## config.mk

```make
export PLATFORM = sky130hd
export DESIGN_NAME = ycbd_queue
export DESIGN_NICKNAME = d
export VERILOG_FILES = /design/src/rtl/ycbd_pkg.sv /design/src/rtl/ycbd_queue.sv
export SDC_FILE = /design/constraint.sdc
export NUM_CORES = 1
export LEC_CHECK = 0
export BUFFER_PORTS_ARGS = -buffer_cell sky130_fd_sc_hd__buf_4
export CORE_MARGIN = 5
export CORE_UTILIZATION = 50
export DETAILED_ROUTE_END_ITERATION = 16
export GPL_TIMING_DRIVEN = 0
export PLACE_DENSITY_LB_ADDON = 0.15
export SLEW_MARGIN = 20
export SYNTH_ARGS = -nofsm -noshare
export SYNTH_HDL_FRONTEND = slang
export SYNTH_SLANG_ARGS = --single-unit
```

## constraint.sdc

```tcl
create_clock -name i_clk -period 20.5 [get_ports i_clk]
set_input_delay 4.1 -clock i_clk [delete_from_list [all_inputs] [get_ports i_clk]]
set_output_delay 4.1 -clock i_clk [all_outputs]
set_load 0.02 [all_outputs]
```

## src/rtl/ycbd_pkg.sv

```systemverilog
// shared types, constants and table functions of the cell box decode unit
package ycbd_pkg;

    localparam int LOGIT_WIDTH_DEF     = 16;
    localparam int ANCHORS_DEF         = 3;
    localparam int TABLE_ADDR_BITS_DEF = 10;

    // internal logit width, the widest logit the unit accepts
    localparam int LX_W        = 24;
    localparam int SIG_W       = 16;
    localparam int EXP_W       = 29;
    localparam int CNT_W       = 9;
    localparam int CFG_IDX_W   = 3;
    localparam int CFG_DATA_W  = 60;
    localparam int ANCHOR_W    = 10;
    localparam int ANCHOR_PAIR = 20;
    localparam int Q4_W        = 20;
    localparam int POS_W       = 10;
    localparam int CLASS_W     = 8;
    localparam int SUM_W       = 30;
    localparam int QUEUE_DEPTH = 2;

    localparam logic [CFG_IDX_W-1:0] CFG_DECODE_VARIANT = 3'd0;
    localparam logic [CFG_IDX_W-1:0] CFG_GRID_STRIDE    = 3'd1;
    localparam logic [CFG_IDX_W-1:0] CFG_OBJ_THRESHOLD  = 3'd2;
    localparam logic [CFG_IDX_W-1:0] CFG_CLASS_COUNT    = 3'd3;
    localparam logic [CFG_IDX_W-1:0] CFG_ANCHOR_SIZES   = 3'd4;

    typedef struct packed {
        logic                  decode_variant;
        logic [7:0]            grid_stride;
        logic signed [15:0]    obj_threshold;
        logic [7:0]            class_count;
        logic [CFG_DATA_W-1:0] anchor_sizes;
    } t_cfg;

    typedef struct packed {
        logic signed [LX_W-1:0] tx;
        logic signed [LX_W-1:0] ty;
        logic signed [LX_W-1:0] tw;
        logic signed [LX_W-1:0] th;
        logic signed [LX_W-1:0] obj;
        logic signed [LX_W-1:0] best;
        logic [POS_W-1:0]       col;
        logic [POS_W-1:0]       row;
        logic [1:0]             anchor;
        logic [CLASS_W-1:0]     best_index;
    } t_job;

    typedef enum logic [2:0] {
        BK_IDLE,
        BK_LOOK0,
        BK_LOOK1,
        BK_LOOK2,
        BK_MUL0,
        BK_MUL1,
        BK_FINISH
    } t_back_state;

    // q16 power of two from a q16 log2 value, cubic on the fraction
    function automatic longint f_exp2_q16(longint u);
        longint n;
        longint f;
        longint p;
        n = u >>> 16;
        f = u - n * 65536;
        p = 65536 + ((f * (45557 + ((f * (14824 + ((f * 5154) >>> 16))) >>> 16))) >>> 16);
        if (n >= 0) begin
            return (n > 30) ? (p <<< 30) : (p <<< n);
        end
        if (n < -40) begin
            return 0;
        end
        return p >>> (-n);
    endfunction

    function automatic longint f_exp_q16(longint x);
        return f_exp2_q16((x * 94548) >>> 8);
    endfunction

    // sigmoid at a q8.8 point, 2^32 / (65536 + e) by shift and subtract
    function automatic longint f_sig_q16(longint m);
        longint den;
        longint rem;
        longint q;
        den = 65536 + f_exp_q16(-m);
        rem = 0;
        q   = 0;
        for (int i = 32; i >= 0; i--) begin
            rem = (rem <<< 1) | ((i == 32) ? 64'sd1 : 64'sd0);
            if (rem >= den) begin
                rem = rem - den;
                q   = q | (64'sd1 <<< i);
            end
        end
        return (q > 65535) ? 65535 : q;
    endfunction

    function automatic logic [Q4_W-1:0] f_sat_q4(logic signed [SUM_W-1:0] v);
        if (v < -SUM_W'(524288)) begin
            return Q4_W'(-524288);
        end
        if (v > SUM_W'(524287)) begin
            return Q4_W'(524287);
        end
        return v[Q4_W-1:0];
    endfunction

endpackage

```

## src/rtl/ycbd_queue.sv

```systemverilog
// two-entry job queue between front and back
module ycbd_queue (
    input  logic           i_clk,
    input  logic           i_rst_n,
    input  logic           i_push,
    input  ycbd_pkg::t_job i_job,
    output logic           o_full,
    input  logic           i_pop,
    output logic           o_empty,
    output ycbd_pkg::t_job o_job
);
    import ycbd_pkg::*;

    localparam int PTR_W = (QUEUE_DEPTH > 1) ? $clog2(QUEUE_DEPTH) : 1;
    localparam int CNT_Q = $clog2(QUEUE_DEPTH + 1);

    t_job             r_mem [QUEUE_DEPTH];
    logic [PTR_W-1:0] r_wr;
    logic [PTR_W-1:0] r_rd;
    logic [CNT_Q-1:0] r_count;

    assign o_full  = (r_count == CNT_Q'(QUEUE_DEPTH));
    assign o_empty = (r_count == '0);
    assign o_job   = r_mem[r_rd];

    function automatic logic [PTR_W-1:0] f_next(logic [PTR_W-1:0] p);
        return (p == PTR_W'(QUEUE_DEPTH - 1)) ? '0 : p + PTR_W'(1);
    endfunction

    always_ff @(posedge i_clk) begin
        if (!i_rst_n) begin
            r_wr    <= '0;
            r_rd    <= '0;
            r_count <= '0;
        end else begin
            if (i_push) begin
                r_wr <= f_next(r_wr);
            end
            if (i_pop) begin
                r_rd <= f_next(r_rd);
            end
            if (i_push && !i_pop) begin
                r_count <= r_count + CNT_Q'(1);
            end else if (!i_push && i_pop) begin
                r_count <= r_count - CNT_Q'(1);
            end
        end
    end

    always_ff @(posedge i_clk) begin
        if (i_push) begin
            r_mem[r_wr] <= i_job;
        end
    end

    a_no_overrun: assert property (@(posedge i_clk) disable iff (!i_rst_n)
        !(i_push && o_full) && !(i_pop && o_empty))
        else $error("job queue overrun or underrun");

endmodule

```

=== After elaboration in Yosys (flattened, before gate mapping) ===
Memory sizes are Yosys's and may differ from the RTL's. A register that Yosys moved wholly into a read port is not among the register bits.
Cells that the tools add are included.

* Bits in registers: 4
* Memory bits (writable): 348
* Memories kept: 1

* Add/subtract/negate cells: 4
* Equality and inequality tests: 1
* Multiplexer cells: 8
* Reductions and logical operators: 6

{| class="wikitable"
|+ Memories
! memory !! words !! bits a word !! rd ports !! clocked after Yosys merged registers in !! write ports !! RTL line !! text
|-
| r_mem || 2 || 174 || 1 || 1 || 1 || ycbd_queue.sv:17 || <nowiki>t_job r_mem [QUEUE_DEPTH];</nowiki>
|}

{| class="wikitable"
|+ Operators with widths
! kind !! count
|-
| $mux 1 || 6
|-
| $mux 2 || 2
|-
| $add 1x1->1 const B || 2
|-
| $add 2x1->2 const B || 1
|-
| $eq 2x2->1 const B || 1
|-
| $logic_and 1x1->1 || 2
|-
| $logic_not 1->1 || 2
|-
| $logic_not 2->1 || 1
|-
| $reduce_bool 2->1 || 1
|-
| $sub 2x1->2 const B || 1
|}

=== Depth between registers and ports, before layout ===
Gate-level depths: netlist of the first run.

* Word-level depth: 4
* Depth in mapped cells: 5
* Depth with buffers taken out: 5

=== Worst setup path before layout of the first run ===
No wires, ideal clock.

* Path kind: input to register
* From: input i_push
* To: memory r_mem[0][0] (netlist bit) (enable)
* Arrival time: 11.644 ns
* Setup slack: 8.125 ns
* Stages on the path: 1
* Path buffers: 0
* Path through: nor2b_1

* Word-level cells in the longest chain between the ends: 2

{| class="wikitable"
|+ Ends and longest elaborated chain
! what !! RTL line !! text
|-
| from (decl) || ycbd_queue.sv:5 || <nowiki>input logic i_push,</nowiki>
|-
| $mux 1 || ycbd_queue.sv:51 || <nowiki>if (i_push) begin</nowiki>
|-
| $mux 1 (not written as such) || ycbd_queue.sv:52 || <nowiki>r_mem[r_wr] <= i_job;</nowiki>
|-
| to (decl) || ycbd_queue.sv:17 ||
|}

No other way between the ends.

==> results of run 1 <==
==> per-layer routing <==
layer,vias to the layer above,wire (um),share of wire [%]
met4,0,744,2.7
met2,264,14100,52
met1,3254,9450,35
met3,49,2840,10
li1,3063,-,-
met5,-,0,0
==> synth_stat cells <==
cell type | number | area, um^2
nor2_1 | 1 | 3.75
o21ai_0 | 1 | 5.00
edfxtp_1 | 348 | 10500
mux2_2 | 174 | 1960
and2b_1 | 1 | 7.51
o21a_1 | 1 | 7.51
or3_1 | 1 | 6.26
inv_1 | 1 | 3.75
a21boi_1 | 1 | 7.51
buf_6 | 18 | 203
ha_1 | 1 | 12.5
dfxtp_1 | 5 | 100
xor2_1 | 2 | 17.5
buf_2 | 1 | 5.00
and2_1 | 4 | 25.0
nor2b_1 | 2 | 12.5
xnor2_1 | 1 | 8.76
==> cells in the final DEF (no fill, tap or decap), drive strengths merged <==
cell type / count
a21boi: 1
and2: 4
and2b: 1
buf: 384
bufinv: 2
clkbuf: 46
clkinv: 13
clkinvlp: 2
dfxtp: 5
diode: 2
edfxtp: 348
ha: 1
inv: 3
mux2: 174
nor2: 1
nor2b: 2
o21a: 1
o21ai: 1
or3: 1
xnor2: 1
xor2: 2
==> power by group <==
group | leakage [nW] | switching (mW) | internal [mW]
clock | 0.541 | 0.252 | 0.358
combinational | 2.66 | 0.120 | 0.116
sequential | 3.31 | 0.00798 | 0.835
total | 6.51 | 0.380 | 1.31
==> cell families after synthesis <==
group                    after synthesis
buffers and inverters                 20
flip-flops                           353
multiplexers                         174
adder cells (fa/ha/maj)                1
AO/OA/AOI/OAI                          3
XOR/XNOR                               3
AND/OR/NAND/NOR                        9
==> worst reg2reg max path, cell delays in order (launching register included) <==
cell and delay (ps):
dfxtp_1 390, and2_4 570, buf_16 320, buf_16 280
==> registers in the layout, summed over array words and instances (netlist names), named ones only <==
| name | cells |
|---|---|
| r_wr | 1 |
| r_mem | 348 |
| r_count | 2 |
| r_rd | 1 |
==> worst paths after layout <==
kind	startpoint	to	slack, ps	cells after the start
setup / recovery	register	o_job[26]	14590	4
hold / removal	r_count[1]	r_count[1]	550	2
setup reg to reg	r_wr	r_mem[1][17]	18590	3
hold reg to reg	r_count[1]	r_count[1]	550	2
==> metrics by stage <==
stage	std cells	hold WS (ps)	power, mW	util, %	instance area [um^2]
global route	1324	589	1.76	68.6	17300
CTS	1323	554	1.71	68.6	17300
floorplan	563	466	0.987	-	12800
global placement	1246	492	1.10	63.0	15900
detailed placement	1258	537	1.10	64.2	16200
finish	1325	551	1.69	68.6	17300
==> cell type report <==
class / instances / area (um^2)
Antenna cell: 2 / 5.00
Buffer: 19 / 208
Tap cell: 330 / 413
Inverter: 1 / 3.75
Timing Repair Buffer: 365 / 2960
Fill cell: 1733 / 7920
Clock buffer: 46 / 960
Clock inverter: 19 / 154
Sequential cell: 353 / 10600
Multi-Input combinational cell: 190 / 2080
==> impl_metrics.toml, run 1 <==
[outcome]
status = "finished, final reports clean"

[pwr]
leakage_nw = 6.51
power_density_mw_per_mm2 = 97.4
max-vdd-ir-drop_uv = 79.6

[routing]
vias_per_cell = 5.00
drt_iter0_drc = 275
routed_wl_mm = 27.2
drc_errors = 0
first_pass_iters = 4
num_vias = 6630
wl_per_cell_um = 20.5
drtAntennaViolNets = 0

[synth]
ys_types = 17
yosysWarnings = 0
synth_top_family_by_area = "multiplexers"
yosys.area_share.simple_pct = 0.429
synth_adder_area_share_pct = 0.0975
synth_xor_area_share_pct = 0.205
synth_nets = 742
synth_cells = 563
synthesis.area_mm2 = 0.0128
syn_avg_cell_area_um2 = 22.8
synthMuxAreaShare_pct = 15.3
yosysSeqAreaShare_pct = 82.2
ys_ff_latch = 353
synth_compound_area_share_pct = 0.156

[setup_path]
cp-end-kind = "output port"
cp_slowest_cell = "dfxtp_1"
path_cells = "buf_6 > buf_6 > mux2_2 > buf_4"
cp_top_family = "buffers and inverters"
cp.arrival_ps = 1810
max_stage_delay_ps = 380
crit_type = "reg -> out"
crit_required_ps = 16400
worst_path_most_repeated_cell = "buf_6"
cp_max_fo = 10
critPathLaunchType = "register"
path_buf_inv = 3

[die]
design.die.area_mm2 = 0.0290
num_rows = 58
dieWidth_um = 170
die_h_um = 170
ios = 354
initial_core_util_pct = 50.8
core_region_area_mm2 = 0.0253

[placement]
hpwl_mm = 19.4
gp_congestion = 0.770
dp_slack_ps = 14730
io_buffers = 353

[sta]
hold_viol = 0
max-slew-margin-rel_pct = 57.6
setup_viol = 0
rsz0062_at_grt = "false"
tightest_slew_ps = 635
final.min_clock_period_ps = 5910
worst_slack_ps = 14590
fmax_mhz = 169
skew_ps = 11.7
setup_tns_ps = 0
maxSlewViolCount = 0
period_share_pct = 28.8

[global_route]
grtUsageMet1_pct = 20.2
grt_start_max_net_pins = 53
use_met2_pct = 32.0
grt_pass1_wl_mm = 40.0
globalRouteMet3Util_pct = 7.06
antenna_found_initial = 1
grt_overflow = 0
grt-busiest-layer = "met2"
grt_pass1_vias = 7126
grtUsageTotal_pct = 18.1

[cells_and_area]
final_nets = 1146
drive_gt1_share_pct = 61.4
area_growth_pct = 35.1

[cts]
cts.sinks = 353
holdBufCountCts = 0
cts_setup_buffers = 0
htree_levels = 2
clk_latency_ps = 500
cts-buffers-inserted = 37
cts_tree = "done"
clk_pin_slew_worst_paths_ps = 60
postCtsResizedCells = 0
clk_path_buf_depth = 3
cts_root_buffer = "clkbuf_16"

[job]
maxCapViolations = 0

[min_path]
hp-class = "reg -> reg"
Power figures use the tool's default switching activity.
==> run 2, diff against run 1 <==
--- a/config.mk
+++ b/config.mk
@@ -7,7 +7,7 @@
 export LEC_CHECK = 0
 export BUFFER_PORTS_ARGS = -buffer_cell sky130_fd_sc_hd__buf_4
 export CORE_MARGIN = 5
-export CORE_UTILIZATION = 50
+export CORE_UTILIZATION = 47
 export DETAILED_ROUTE_END_ITERATION = 16
 export GPL_TIMING_DRIVEN = 0
 export PLACE_DENSITY_LB_ADDON = 0.15
==> constraint.sdc (replaced) <==
create_clock -name i_clk -period 4.83 [get_ports i_clk]
set_input_delay 0.966 -clock i_clk [delete_from_list [all_inputs] [get_ports i_clk]]
set_output_delay 0.966 -clock i_clk [all_outputs]
set_load 0.02 [all_outputs]
==> run 2 against run 1 <==
Net effect: hold slack worse by 26 ps; count of clock-buffer cells in the layout down 3; non-clock buffer count up 2; combinational power rose to 4.3 times the previous value; critical path depth unchanged; clock power rose to 4.3 times the previous value; total power rose to 4.3 times the previous value; die area up 6.0%; core utilization down 4.1 points.
==> impl_metrics.toml, run 2 (synthesized netlist as in run 1, its figures left out) <==
[cts]
cts.sinks = 353
holdBufCountCts = 0
cts_tree = "done"
clk_latency_ps = 500
clk_path_buf_depth = 3
cts-buffers-inserted = 36
clk_pin_slew_worst_paths_ps = 60
cts_root_buffer = "clkbuf_16"
postCtsResizedCells = 0
cts_setup_buffers = 0
htree_levels = 2

[sta]
skew_ps = 12.1
period_share_pct = 57.4
hold_viol = 0
maxSlewViolCount = 0
final.min_clock_period_ps = 2770
tightest_slew_ps = 578
whs_ps = 525
fmax_mhz = 361
max-slew-margin-rel_pct = 61.4
rsz0062_at_grt = "false"
setup_viol = 0

[global_route]
grt-busiest-layer = "met2"
grt_pass1_vias = 7104
globalRouteMet3Util_pct = 8.54
antenna_found_initial = 2
grtUsageTotal_pct = 17.1
grt_overflow = 0
use_met2_pct = 28.8
grt_start_max_net_pins = 46
grtUsageMet1_pct = 19.4
grt_pass1_wl_mm = 40.3

[pwr]
leakage_nw = 6.54
p_sw_mw = 1.60
pwr-share-clk_pct = 36.3
max-vdd-ir-drop_uv = 326
p_seq_share_pct = 49.7
p_comb_share_pct = 14.0
p_int_mw = 5.59
swShare_pct = 22.3
power_density_mw_per_mm2 = 414

[placement]
hpwl_mm = 19.5
place_area_mm2 = 0.0163
io_buffers = 353
gp_congestion = 0.715

[setup_path]
r2r_slack_ps = 2860
cp_max_fo = 10
path_buf_inv = 3
crit_type = "reg -> out"
max_stage_delay_ps = 370
cp.arrival_ps = 1810
critPathLaunchType = "register"
cp_top_family = "buffers and inverters"
worst_path_most_repeated_cell = "buf_6"
cp-end-kind = "output port"
cp_slowest_cell = "dfxtp_1"
crit_required_ps = 3860
path_cells = "buf_6 > buf_6 > mux2_2 > buf_4"

[min_path]
hp-class = "reg -> reg"

[routing]
wl_per_cell_um = 20.2
routed_wl_mm = 26.9
drtAntennaViolNets = 0
first_pass_iters = 4
drc_errors = 0
drt_iter0_drc = 316
num_vias = 6591
vias_per_cell = 4.94

[die]
num_rows = 60
ios = 354
design.die.area_mm2 = 0.0307
core_region_area_mm2 = 0.0270
dieWidth_um = 175
initial_core_util_pct = 47.6
die_h_um = 175

[cells_and_area]
largest_register_ff_count = 348
final_nets = 1147
top_regs = "r_mem: 348 flops, r_count: 2 flops"
regMostFlops = "r_mem"
area_growth_pct = 35.5
drive_gt1_share_pct = 61.5
fin_area_mm2 = 0.0174
layout_common_cells = "buf_4 (353), edfxtp_1 (348), mux2_2 (174)"
diodes = 0
final_common_cell = "buf_4"

[outcome]
status = "finished, final reports clean"

[job]
maxCapViolations = 0
==> run 2: power groups by stage <==
stage,clock network (mW),registers [mW],logic [mW]
after floorplan,0,3.64,0.523
after global placement,0,3.65,0.963
after detailed placement,0,3.64,1.02
after CTS,2.68,3.58,1.03
after global routing,2.83,3.58,1.07
final,2.61,3.57,1.01
==> run 2: through the flow <==
| stage | total power, mW | utilization [%] | TNS (ps) | instances | setup WS, ps |
|---|---|---|---|---|---|
| 6_report | 7.19 | 64.5 | 0 | 1333 | 2060 |
| 5_1_grt | 7.49 | 64.5 | 0 | 1333 | 1960 |
| 4_1_cts | 7.28 | 64.5 | 0 | 1333 | 1990 |
| 3_5_place_dp | 4.66 | 60.4 | 0 | 1271 | 2160 |
| 3_3_place_gp | 4.62 | 59.1 | -173360 | 1257 | -883 |
| 2_1_floorplan | 4.16 | - | 0 | 563 | 812 |
==> run 2: final timing paths <==
| check | startpoint | endpoint | depth (start not counted) |
|---|---|---|---|
| worst max-delay path | register | o_job[24] | 4 |
| worst max register to register | r_wr | r_mem[1][8] | 4 |
| worst min-delay path | r_count[1] | r_count[1] | 2 |
| worst min register to register | r_count[1] | r_count[1] | 2 |
==> run 2: worst reg2reg max path, delay by kind of cell, from the launching register on <==
family / cells / cell delay [ps]
buf+inv: 3 / 850
flops: 1 / 390
simple gates: 1 / 400
==> run 2: cell type report <==
| cell class | instances | area (um^2) |
|---|---|---|
| tap | 341 | 427 |
| fill | 1963 | 9560 |
| timing repair buffer | 367 | 3010 |
| inverter | 1 | 3.75 |
| clock buffer | 43 | 948 |
| sequential | 353 | 10600 |
| buffer | 19 | 208 |
| clock inverter | 19 | 160 |
| multi-input combinational | 190 | 2080 |
==> run 2: routing by layer <==
metal,wire length [um],vias to the layer above
met5,21,-
met1,9700,3204
li1,-,3061
met3,3230,48
met4,649,4
met2,13300,274
==> run 3, diff against run 2 <==
--- a/config.mk
+++ b/config.mk
@@ -7,7 +7,7 @@
 export LEC_CHECK = 0
 export BUFFER_PORTS_ARGS = -buffer_cell sky130_fd_sc_hd__buf_4
 export CORE_MARGIN = 5
-export CORE_UTILIZATION = 47
+export CORE_UTILIZATION = 50
 export DETAILED_ROUTE_END_ITERATION = 16
 export GPL_TIMING_DRIVEN = 0
 export PLACE_DENSITY_LB_ADDON = 0.15
==> constraint.sdc (replaced) <==
create_clock -name i_clk -period 2.73 [get_ports i_clk]
set_input_delay 0.546 -clock i_clk [delete_from_list [all_inputs] [get_ports i_clk]]
set_output_delay 0.546 -clock i_clk [all_outputs]
set_load 0.02 [all_outputs]
==> run 3 against run 2 <==
Net effect: cell count decreased by 0.90%; core utilization increased by 4.2 points; die area decreased by 5.7%; clock power increased by 86%; clock skew decreased by 1.9 ps; count of clock-buffer cells in the layout increased by 1; via count increased by 0.42%; hold slack got worse by 300 ps; non-clock buffer count decreased by 3; sequential share of layout area increased by 0.087 points; largest cell class unchanged.
==> impl_metrics.toml, run 3 (synthesized netlist as in run 1, its figures left out) <==
[sta]
skew_ps = 10.2
maxSlewViolCount = 0
whs_ps = 226
final.min_clock_period_ps = 2350
rsz0062_at_grt = "false"
period_share_pct = 86.2
hold_viol = 0
max-slew-margin-rel_pct = 52.0
fmax_mhz = 425
setup_viol = 0
tightest_slew_ps = 720
setup_tns_ps = 0
worst_slack_ps = 376

[routing]
num_vias = 6619
drc_errors = 0
drtAntennaViolNets = 0
drt_iter0_drc = 363
vias_per_cell = 5.01
routed_wl_mm = 27.4
wl_per_cell_um = 20.7
first_pass_iters = 4

[cells_and_area]
largest_register_ff_count = 348
fin_area_mm2 = 0.0174
top_regs = "r_mem: 348 flops, r_count: 2 flops"
fin_util_pct = 68.8
area_growth_pct = 35.3
drive_gt1_share_pct = 61.6
final_common_cell = "buf_4"
final_nets = 1145
layout_common_cells = "buf_4 (353), edfxtp_1 (348), mux2_2 (174)"
regMostFlops = "r_mem"
fill_cells = 1728
fin_cells = 1321

[setup_path]
crit_required_ps = 2180
cp.arrival_ps = 1810
cp_max_fo = 10
critPathLaunchType = "register"
cp-end-kind = "output port"
r2r-start = "r_wr"
crit_type = "reg -> out"

[placement]
hpwl_mm = 19.5
gp_congestion = 0.735
dp_cells = 1257
io_buffers = 353
place_area_mm2 = 0.0162
dp_slack_ps = 192

[die]
design.die.area_mm2 = 0.0290
num_rows = 58
ios = 354
die_h_um = 170
initial_core_util_pct = 50.8
core_region_area_mm2 = 0.0253
dieWidth_um = 170

[cts]
cts_tree = "done"
cts-buffers-inserted = 37
clk_pin_slew_worst_paths_ps = 60
postCtsResizedCells = 0
htree_levels = 2
cts_setup_buffers = 0
clk_path_buf_depth = 3
cts_root_buffer = "clkbuf_16"
clk_latency_ps = 490
cts.sinks = 353
holdBufCountCts = 0

[job]
maxCapViolations = 0

[global_route]
grt_overflow = 0
grt_pass1_vias = 7132
antenna_found_initial = 1
grt_pass1_wl_mm = 40.1
grt_start_max_net_pins = 51
grtUsageTotal_pct = 18.1

[pwr]
leakage_nw = 6.54
power_density_mw_per_mm2 = 746
power_mw = 12.9
max-vdd-ir-drop_uv = 655

[min_path]
hp-class = "in -> reg"
worstHoldStart = "i_job[5]"

[outcome]
status = "finished, final reports clean"
==> run 3: final timing paths <==
| path | slack [ps] | cells after the start | end |
|---|---|---|---|
| max | 380 | 4 | o_job[12] |
| min reg2reg | 500 | 2 | r_count[1] |
| min | 230 | 1 | r_mem[0][5] |
| max reg2reg | 600 | 6 | r_mem[0][83] |
==> run 3: worst max-delay path: stages, from the launching register on <==
cell and delay [ps]:
dfxtp_1 370, buf_6 220, buf_6 180, mux2_2 370, buf_4 160
==> run 3: layout make-up <==
class	count	area [um^2]	share of cell area, %
clock inverters	19	190	1.10
diodes	1	2.50	0.0144
clock buffers	44	995	5.73
plain buffers	19	208	1.20
flip-flops and latches	353	10600	60.7
inverters	1	3.75	0.0216
repair buffers	364	2920	16.8
well taps	330	413	2.38
multi-input cells	190	2080	12.0
==> run 3: routing by layer <==
metal	wire length (um)	track usage, %
met2	13900	31.1
met3	2940	7.43
met4	775	5.76
met1	9760	20.6
met5	0	0
==> run 3: power breakdown <==
part           total [mW]  internal, mW  switching, mW
sequential           6.33          6.27         0.0603
clock                4.86          2.96           1.89
combinational        1.76         0.864          0.900
